--- src/rtl/cdad_pkg.sv ---
// Shared types, constants and calendar helpers for the date advance block.
package cdad_pkg;

    localparam int DAY_W      = 5;
    localparam int MONTH_W    = 4;
    localparam int YEAR_W     = 14;
    localparam int IN_DAYS_W  = 16;
    localparam int CENT_W     = 8;
    localparam int YMOD_W     = 7;

    localparam logic [YEAR_W-1:0]  YEAR_LIMIT    = 14'd9999;
    localparam logic [YEAR_W-1:0]  DEFAULT_YEAR  = 14'd2000;
    localparam logic [MONTH_W-1:0] MONTH_FIRST   = 4'd1;
    localparam logic [MONTH_W-1:0] MONTH_FEB     = 4'd2;
    localparam logic [MONTH_W-1:0] MONTH_LAST    = 4'd12;
    localparam logic [DAY_W-1:0]   DAY_FIRST     = 5'd1;
    localparam logic [DAY_W-1:0]   DAY_LAST_DEC  = 5'd31;
    localparam logic [DAY_W-1:0]   FEB_LEAP_LEN  = 5'd29;
    localparam logic [YMOD_W-1:0]  YMOD_LAST     = 7'd99;

    // Reciprocal of 100: q = (y * DIV100_MUL) >> DIV100_SHIFT, exact for y < 16384
    localparam logic [12:0]        DIV100_MUL    = 13'd5243;
    localparam int                 DIV100_SHIFT  = 19;
    localparam int                 PROD_W        = YEAR_W + 13;
    localparam logic [CENT_W-1:0]  CENT_SCALE    = 8'd100;

    localparam logic [DAY_W-1:0] MONTH_LEN [12] = '{
        5'd31, 5'd28, 5'd31, 5'd30, 5'd31, 5'd30,
        5'd31, 5'd31, 5'd30, 5'd31, 5'd30, 5'd31
    };

    typedef logic [DAY_W-1:0]   day_t;
    typedef logic [MONTH_W-1:0] month_t;
    typedef logic [YEAR_W-1:0]  year_t;

    // Commands from the controller to the datapath
    typedef struct packed {
        logic load;
        logic div;
        logic prep;
        logic step;
        logic out;
    } cdad_cmd_t;

    // Status from the datapath to the controller
    typedef struct packed {
        logic walk_last;
    } cdad_status_t;

    // Length of a month; months outside 1..12 report 31
    function automatic day_t days_in_month(input month_t m, input logic leap);
        month_t idx;
        day_t   len;
        idx = m - MONTH_FIRST;
        if ((m < MONTH_FIRST) || (m > MONTH_LAST))
        begin
            len = DAY_LAST_DEC;
        end
        else if ((m == MONTH_FEB) && leap)
        begin
            len = FEB_LEAP_LEN;
        end
        else
        begin
            len = MONTH_LEN[idx];
        end
        return len;
    endfunction

endpackage

--- src/rtl/cdad_ctrl.sv ---
// Controller state machine: sequences load, split, check, month walk and hand-off.
module cdad_ctrl (
    input  logic                  clk,
    input  logic                  rst_n,
    input  logic                  in_valid,
    output logic                  in_stall,
    output logic                  out_valid,
    input  logic                  out_stall,
    input  cdad_pkg::cdad_status_t status,
    output cdad_pkg::cdad_cmd_t   cmd
);
    import cdad_pkg::*;

    localparam logic [2:0] ST_IDLE = 3'd0;
    localparam logic [2:0] ST_DIV  = 3'd1;
    localparam logic [2:0] ST_PREP = 3'd2;
    localparam logic [2:0] ST_WALK = 3'd3;
    localparam logic [2:0] ST_FIN  = 3'd4;

    logic [2:0] state_reg;
    logic [2:0] state_next;
    logic       out_valid_reg;
    logic       out_valid_next;
    logic       out_free;

    assign out_free  = !out_valid_reg || !out_stall;
    assign in_stall  = (state_reg != ST_IDLE);
    assign out_valid = out_valid_reg;

    // Decode state into datapath commands and pick the next state
    always_comb
    begin
        state_next = state_reg;
        cmd        = '0;
        unique case (state_reg)
            ST_IDLE:
            begin
                if (in_valid)
                begin
                    cmd.load   = 1'b1;
                    state_next = ST_DIV;
                end
            end
            ST_DIV:
            begin
                cmd.div    = 1'b1;
                state_next = ST_PREP;
            end
            ST_PREP:
            begin
                cmd.prep   = 1'b1;
                state_next = ST_WALK;
            end
            ST_WALK:
            begin
                cmd.step = 1'b1;
                if (status.walk_last)
                begin
                    state_next = ST_FIN;
                end
            end
            ST_FIN:
            begin
                if (out_free)
                begin
                    cmd.out    = 1'b1;
                    state_next = ST_IDLE;
                end
            end
            default:
            begin
                state_next = ST_IDLE;
            end
        endcase
    end

    // Set output valid on hand-off, drop it once the item is taken
    always_comb
    begin
        out_valid_next = out_valid_reg;
        if (out_valid_reg && !out_stall)
        begin
            out_valid_next = 1'b0;
        end
        if (cmd.out)
        begin
            out_valid_next = 1'b1;
        end
    end

    always_ff @(posedge clk or negedge rst_n)
    begin
        if (!rst_n)
        begin
            state_reg     <= ST_IDLE;
            out_valid_reg <= 1'b0;
        end
        else
        begin
            state_reg     <= state_next;
            out_valid_reg <= out_valid_next;
        end
    end

endmodule

--- src/rtl/cdad_datapath.sv ---
// Datapath: start date check, year split by 100, one-month-per-cycle walk, result register.
module cdad_datapath #(
    parameter int DAYS_WIDTH = 16
) (
    input  logic                   clk,
    input  logic                   rst_n,
    input  cdad_pkg::cdad_cmd_t    cmd,
    output cdad_pkg::cdad_status_t status,
    input  logic [cdad_pkg::DAY_W-1:0]     start_day,
    input  logic [cdad_pkg::MONTH_W-1:0]   start_month,
    input  logic [cdad_pkg::YEAR_W-1:0]    start_year,
    input  logic [cdad_pkg::IN_DAYS_W-1:0] days_to_add,
    output logic [cdad_pkg::DAY_W-1:0]     result_day,
    output logic [cdad_pkg::MONTH_W-1:0]   result_month,
    output logic [cdad_pkg::YEAR_W-1:0]    result_year,
    output logic                           start_was_valid,
    output logic                           year_overflow
);
    import cdad_pkg::*;

    logic [DAYS_WIDTH-1:0] days_load;

    // Keep only the low DAYS_WIDTH bits of the count, or zero-extend it when DAYS_WIDTH is wider
    generate
        if (DAYS_WIDTH <= IN_DAYS_W)
        begin : g_trunc
            assign days_load = days_to_add[DAYS_WIDTH-1:0];
        end
        else
        begin : g_ext
            assign days_load = {{(DAYS_WIDTH-IN_DAYS_W){1'b0}}, days_to_add};
        end
    endgenerate

    day_t                  in_day_reg;
    month_t                in_mon_reg;
    year_t                 in_year_reg;
    logic [CENT_W-1:0]     cent_reg;
    logic [DAYS_WIDTH-1:0] left_reg;
    logic [DAYS_WIDTH-1:0] left_next;
    day_t                  day_reg;
    day_t                  day_next;
    month_t                mon_reg;
    month_t                mon_next;
    year_t                 year_reg;
    year_t                 year_next;
    logic [YMOD_W-1:0]     ymod_reg;
    logic [YMOD_W-1:0]     ymod_next;
    logic [1:0]            cmod_reg;
    logic [1:0]            cmod_next;
    logic                  valid_reg;
    logic                  ovf_reg;
    logic                  ovf_next;
    logic                  walk_last;

    day_t                  res_day_reg;
    month_t                res_mon_reg;
    year_t                 res_year_reg;
    logic                  res_valid_reg;
    logic                  res_ovf_reg;

    // Split the start year into century and year-in-century
    logic [PROD_W-1:0]     div_prod;
    logic [CENT_W-1:0]     cent_q;
    logic [YEAR_W-1:0]     cent_scaled;
    logic [YEAR_W-1:0]     ymod_wide;
    logic [YMOD_W-1:0]     start_ymod;
    logic                  start_leap;
    logic                  start_ok;

    assign div_prod    = PROD_W'(in_year_reg) * PROD_W'(DIV100_MUL);
    assign cent_q      = div_prod[DIV100_SHIFT +: CENT_W];
    assign cent_scaled = YEAR_W'(cent_reg) * YEAR_W'(CENT_SCALE);
    assign ymod_wide   = in_year_reg - cent_scaled;
    assign start_ymod  = ymod_wide[YMOD_W-1:0];
    assign start_leap  = ((in_year_reg[1:0] == 2'd0) && (start_ymod != '0))
                      || ((start_ymod == '0) && (cent_reg[1:0] == 2'd0));

    // Check the start date
    always_comb
    begin
        start_ok = (in_year_reg != '0) && (in_year_reg <= YEAR_LIMIT)
                && (in_mon_reg >= MONTH_FIRST) && (in_mon_reg <= MONTH_LAST)
                && (in_day_reg != '0)
                && (in_day_reg <= days_in_month(in_mon_reg, start_leap));
    end

    // One month step of the walk
    logic    leap;
    day_t    dim;
    day_t    rest;
    logic    fits;

    assign leap = ((year_reg[1:0] == 2'd0) && (ymod_reg != '0))
               || ((ymod_reg == '0) && (cmod_reg == 2'd0));
    assign dim  = days_in_month(mon_reg, leap);
    assign rest = dim - day_reg;
    assign fits = (left_reg <= DAYS_WIDTH'(rest));

    always_comb
    begin
        left_next = left_reg;
        day_next  = day_reg;
        mon_next  = mon_reg;
        year_next = year_reg;
        ymod_next = ymod_reg;
        cmod_next = cmod_reg;
        ovf_next  = ovf_reg;
        walk_last = 1'b0;
        if (left_reg == '0)
        begin
            walk_last = 1'b1;
        end
        else if (fits)
        begin
            day_next  = day_reg + DAY_W'(left_reg);
            left_next = '0;
            walk_last = 1'b1;
        end
        else
        begin
            left_next = left_reg - DAYS_WIDTH'(rest) - DAYS_WIDTH'(1);
            day_next  = DAY_FIRST;
            if (mon_reg == MONTH_LAST)
            begin
                if (year_reg == YEAR_LIMIT)
                begin
                    // Saturate past the four-digit year
                    day_next  = DAY_LAST_DEC;
                    mon_next  = MONTH_LAST;
                    ovf_next  = 1'b1;
                    left_next = '0;
                    walk_last = 1'b1;
                end
                else
                begin
                    mon_next  = MONTH_FIRST;
                    year_next = year_reg + YEAR_W'(1);
                    if (ymod_reg == YMOD_LAST)
                    begin
                        ymod_next = '0;
                        cmod_next = cmod_reg + 2'd1;
                    end
                    else
                    begin
                        ymod_next = ymod_reg + YMOD_W'(1);
                    end
                end
            end
            else
            begin
                mon_next = mon_reg + MONTH_W'(1);
            end
        end
    end

    assign status.walk_last = walk_last;

    // Working registers
    always_ff @(posedge clk)
    begin
        if (cmd.load)
        begin
            in_day_reg  <= start_day;
            in_mon_reg  <= start_month;
            in_year_reg <= start_year;
            left_reg    <= days_load;
        end
        else if (cmd.step)
        begin
            left_reg <= left_next;
        end

        if (cmd.div)
        begin
            cent_reg <= cent_q;
        end

        if (cmd.prep)
        begin
            valid_reg <= start_ok;
            ovf_reg   <= 1'b0;
            if (start_ok)
            begin
                day_reg  <= in_day_reg;
                mon_reg  <= in_mon_reg;
                year_reg <= in_year_reg;
                ymod_reg <= start_ymod;
                cmod_reg <= cent_reg[1:0];
            end
            else
            begin
                // Fall back to 1/1/2000: year-in-century 0, century 20
                day_reg  <= DAY_FIRST;
                mon_reg  <= MONTH_FIRST;
                year_reg <= DEFAULT_YEAR;
                ymod_reg <= '0;
                cmod_reg <= 2'd0;
            end
        end
        else if (cmd.step)
        begin
            day_reg  <= day_next;
            mon_reg  <= mon_next;
            year_reg <= year_next;
            ymod_reg <= ymod_next;
            cmod_reg <= cmod_next;
            ovf_reg  <= ovf_next;
        end
    end

    // Result register, loaded at hand-off
    always_ff @(posedge clk or negedge rst_n)
    begin
        if (!rst_n)
        begin
            res_valid_reg <= 1'b0;
            res_ovf_reg   <= 1'b0;
        end
        else if (cmd.out)
        begin
            res_valid_reg <= valid_reg;
            res_ovf_reg   <= ovf_reg;
        end
    end

    always_ff @(posedge clk)
    begin
        if (cmd.out)
        begin
            res_day_reg  <= day_reg;
            res_mon_reg  <= mon_reg;
            res_year_reg <= year_reg;
        end
    end

    assign result_day      = res_day_reg;
    assign result_month    = res_mon_reg;
    assign result_year     = res_year_reg;
    assign start_was_valid = res_valid_reg;
    assign year_overflow   = res_ovf_reg;

endmodule

--- src/rtl/calendar_date_add_days.sv ---
// Top level: Gregorian date advance by a day count with invalid-start and year-9999 handling.
// Each item is loaded, its year split by 100 and its start date checked, then walked one month per
// cycle until the count is used up or the date saturates at year 9999, then handed to the output.
// The largest 16-bit count crosses about 2150 months.
// The block takes one item at a time; the next item is taken once the result is loaded into
// the output register, which waits while an earlier result is still stalled there.
module calendar_date_add_days #(
    parameter int DAYS_WIDTH = 16
) (
    input  logic                           clk,
    input  logic                           rst_n,
    input  logic                           in_valid,
    output logic                           in_stall,
    input  logic [cdad_pkg::DAY_W-1:0]     start_day,
    input  logic [cdad_pkg::MONTH_W-1:0]   start_month,
    input  logic [cdad_pkg::YEAR_W-1:0]    start_year,
    input  logic [cdad_pkg::IN_DAYS_W-1:0] days_to_add,
    output logic                           out_valid,
    input  logic                           out_stall,
    output logic [cdad_pkg::DAY_W-1:0]     result_day,
    output logic [cdad_pkg::MONTH_W-1:0]   result_month,
    output logic [cdad_pkg::YEAR_W-1:0]    result_year,
    output logic                           start_was_valid,
    output logic                           year_overflow
);
    import cdad_pkg::*;

    // Reset (rst_n, asynchronous, active low) returns the controller to idle and clears out_valid.
    cdad_cmd_t    cmd;
    cdad_status_t status;

    // Sequence the item through its steps
    cdad_ctrl u_ctrl (
        .clk       (clk),
        .rst_n     (rst_n),
        .in_valid  (in_valid),
        .in_stall  (in_stall),
        .out_valid (out_valid),
        .out_stall (out_stall),
        .status    (status),
        .cmd       (cmd)
    );

    // Hold the date and walk it month by month
    cdad_datapath #(
        .DAYS_WIDTH (DAYS_WIDTH)
    ) u_datapath (
        .clk             (clk),
        .rst_n           (rst_n),
        .cmd             (cmd),
        .status          (status),
        .start_day       (start_day),
        .start_month     (start_month),
        .start_year      (start_year),
        .days_to_add     (days_to_add),
        .result_day      (result_day),
        .result_month    (result_month),
        .result_year     (result_year),
        .start_was_valid (start_was_valid),
        .year_overflow   (year_overflow)
    );

endmodule
--- config.mk ---
export PLATFORM = sky130hd
export DESIGN_NAME = calendar_date_add_days
export DESIGN_NICKNAME = d
export VERILOG_FILES = /design/src/rtl/cdad_pkg.sv /design/src/rtl/cdad_ctrl.sv /design/src/rtl/cdad_datapath.sv /design/src/rtl/calendar_date_add_days.sv
export SDC_FILE = /design/constraint.sdc
export NUM_CORES = 1
export LEC_CHECK = 0
export ABC_AREA = 1
export BUFFER_PORTS_ARGS = -buffer_cell sky130_fd_sc_hd__buf_2
export CORE_ASPECT_RATIO = 0.6
export CORE_MARGIN = 3
export CORE_UTILIZATION = 30
export CTS_CLUSTER_DIAMETER = 30
export DETAILED_ROUTE_END_ITERATION = 7
export GPL_ROUTABILITY_DRIVEN = 0
export GPL_TIMING_DRIVEN = 0
export SLEW_MARGIN = 20
export SYNTH_ARGS = -nofsm -noshare
export SYNTH_HDL_FRONTEND = slang
export SYNTH_SLANG_ARGS = --single-unit
export TNS_END_PERCENT = 30
--- constraint.sdc ---
create_clock -name clk -period 11.4 [get_ports clk]
set_input_delay 1.14 -clock clk [delete_from_list [all_inputs] [get_ports clk]]
set_output_delay 1.14 -clock clk [all_outputs]
set_load 0.02 [all_outputs]
==> run_results.csv <==
group,metric,value,unit
logic_synthesis,synth_xor_area_share,2.79,%
sta,tightest_slew,1.01,ns
finish,largest_reg_flops,16,
worst_hold_path,hp-class,"flop to flop",
finish,final_cell_mix,"228 x nand2_1, 220 x inv_1, 130 x ha_1",
routing,dr.pass1.iters,5,
finish,nets,1410,
setup_path,critPathCaptureType,"flop",
logic_synthesis,synthesis.area,0.00974,mm2
cts,clk_latency,0.38,ns
routing,via_per_inst,4.70,
routing,detail_route.wl_per_cell,15.5,um
logic_synthesis,synth_cells,1090,
cts,clk_path_buf_depth,2,
worst_hold_path,worstHoldStart,"u_datapath.valid_reg$_DFFE_PP_",
logic_synthesis,synth-edff-count,100,
routing,drc,0,
logic_synthesis,synth_top_family_by_area,"adder cells",
routing,postRouteAntennaNets,0,
sta,rsz0062_at_grt,"no",
setup_path,crit_fanout,7,
sta,setup_slack,6.56,ns
cts,cts_hold_buffers,0,
sta,tns,0,ns
setup_path,critPathKind,"flop to flop",
logic_synthesis,synth_top_area_cell,"edfxtp_1",
logic_synthesis,yosysUniqueCellTypes,39,
routing,vias,7478,
setup_path,rr_startpoint,"u_datapath.in_year_reg[8]$_DFFE_PP_",
run_status,status,"finished clean",
grt,overflow,0,
floorplan,pin_count,70,
logic_synthesis,synth-seq-cells,107,
finish,syn_to_final_growth,12.3,%
grt,grt_pass1_wl,39200,um
sta,fmax,207,MHz
floorplan,die_h,146,um
sta,period_needed,4.84,ns
sta,period_share,42.4,%
grt,antenna_found_initial,1,
floorplan,die-area,0.0347,mm2
cts,cts_tree,"built",
finish,drive_gt1_share,11.1,%
logic_synthesis,ys_top_cells_by_area,"edfxtp_1 31%, ha_1 17%, fa_1 14%, nand2_1 8.8%, inv_1 8.5%",
floorplan,die_width,239,um
sta,finalHoldViolCount,0,
logic_synthesis,avgSynthCellArea,8.93,um2
grt,grt_max_degree,33,
setup_path,r2r_setup_slack,6.56,ns
sta,max_slew_margin,32.9,%
setup_path,startpoint_type,"flop",
cts,cts.sinks,107,
cts,root_buffer,"clkbuf_16",
logic_synthesis,post-synth-top-area-fraction,30.8,%
sta,skew,0.0132,ns
logic_synthesis,synthMuxAreaShare,0,%
cts,cts_setup_buffers,0,
setup_path,crit_path_start,"u_datapath.in_year_reg[8]$_DFFE_PP_",
floorplan,core_area,0.0316,mm2
logic_synthesis,yosysSeqAreaShare,32.6,%
sta,maxSlewViolCount,0,
flow_run,drv_cap,0,
cts,clk_pin_slew_worst_paths,0.08,ns
grt,track_usage,14.7,%
logic_synthesis,ys_warn_count,0,
logic_synthesis,async_flop_share,5.61,%
sta,setup_violations,0,
logic_synthesis,syn_nets,1329,
setup_path,arrival,4.95,ns
cts,numCtsBuffers,9,
floorplan,row_count,50,
placed_design,port_buffers,69,
logic_synthesis,synth_compound_area_share,5.45,%
finish,final_area,0.0109,mm2
routing,wirelength,24700,um
logic_synthesis,synth_simple_gate_area_share,19.7,%
grt,grt_pass1_vias,7122,
placed_design,placed_area,0.0106,mm2
setup_path,required,11.51,ns
finish,final_core_util,34.6,%
logic_synthesis,synth-main-ff-cell,"edfxtp_1",
cts,htree_levels,3,
finish,layout_commonest_cell,"nand2_1",
floorplan,initial_utilization,30.8,%
cts,cts.repair.resized,0,
placed_design,dpl.hpwl,20800,um
routing,initialDrtViolationCount,786,
finish,insertedDiodeCount,0,
logic_synthesis,synthAdderAreaFrac,30.3,%
placed_design,dp_worst_setup_slack,6.69,ns
## area by class of cell
class                   instances  area [um2]
multi-input cells             751        5670
fillers                      3243       20700
repair buffers                 70         360
well taps                     416         520
inverters                     222         833
clock buffers                   9         225
plain buffers                  10        66.3
flip-flops and latches        107        3170
clock inverters                 7        88.8
## critical path: stages (launching register included)
cell,delay [ns]
edfxtp_1,0.59
ha_1,0.41
inv_1,0.09
fa_1,0.51
inv_1,0.06
fa_1,0.49
inv_1,0.05
fa_1,0.46
fa_1,0.54
inv_1,0.04
ha_1,0.38
inv_1,0.08
nor3_1,0.32
nand3_1,0.22
nand2_1,0.11
nor2_1,0.06
nand3_1,0.07
nand2_1,0.09
## kinds of logic after synthesis
logic type,count (synthesis)
buffers and inverters,232
DFF,107
xor gates and xnor gates,31
adders and majority gates,196
AOI/OAI and AO/OA,89
and+or+nand+nor,435
## stage by stage
step,hold slack [ns],std cells
2_1_floorplan,0.418,1090
3_3_place_gp,0.443,1575
3_5_place_dp,0.455,1576
4_1_cts,0.464,1592
5_1_grt,0.485,1592
6_report,0.458,1592
## synthesized netlist by cell type, types with 3 or more instances
cell        n
a31oi_1     3
a21oi_1    27
nand2_1   228
nand2_2     3
nand3b_1    6
dfrtp_1     6
nand4_1    19
ha_1      130
nor2_2      6
inv_1     220
nand3_1    80
nor3_1     10
xor2_1     21
o21ai_2    11
edfxtp_1  100
xnor2_1    10
o21ai_0    29
or2_2       4
o21bai_1    6
o211ai_1    4
buf_2       5
buf_6       3
o22ai_1     3
nor2_1     69
fa_1       66
## per-layer routing
| layer | vias up | global-route usage (%) | part of all wire, % |
|---|---|---|---|
| met4 | 2 | 3.20 | 1.6 |
| met1 | 3503 | 23.2 | 52 |
| met2 | 264 | 18.8 | 37 |
| met3 | 26 | 4.89 | 9.7 |
| li1 | 3683 | - | - |
| met5 | - | 0 | 0.057 |
## path summary, 6_finish.rpt
path / cells past startpoint / endpoint
hold reg to reg: 2 / u_datapath.start_was_valid$_DFFE_PN0P_
hold / removal: 2 / u_datapath.start_was_valid$_DFFE_PN0P_
max in group asynchronous: 1 / u_ctrl.state_reg[2]$_DFFE_PN0P_
setup / recovery: 17 / u_datapath.cent_reg[1]$_DFFE_PP_
setup reg to reg: 17 / u_datapath.cent_reg[1]$_DFFE_PP_
min in group asynchronous: 1 / u_ctrl.out_valid$_DFFE_PN0P_
Power is left out: the tool's default activity adds up to more than one toggle a clock period on the data nets, which glitch-free logic cannot reach.
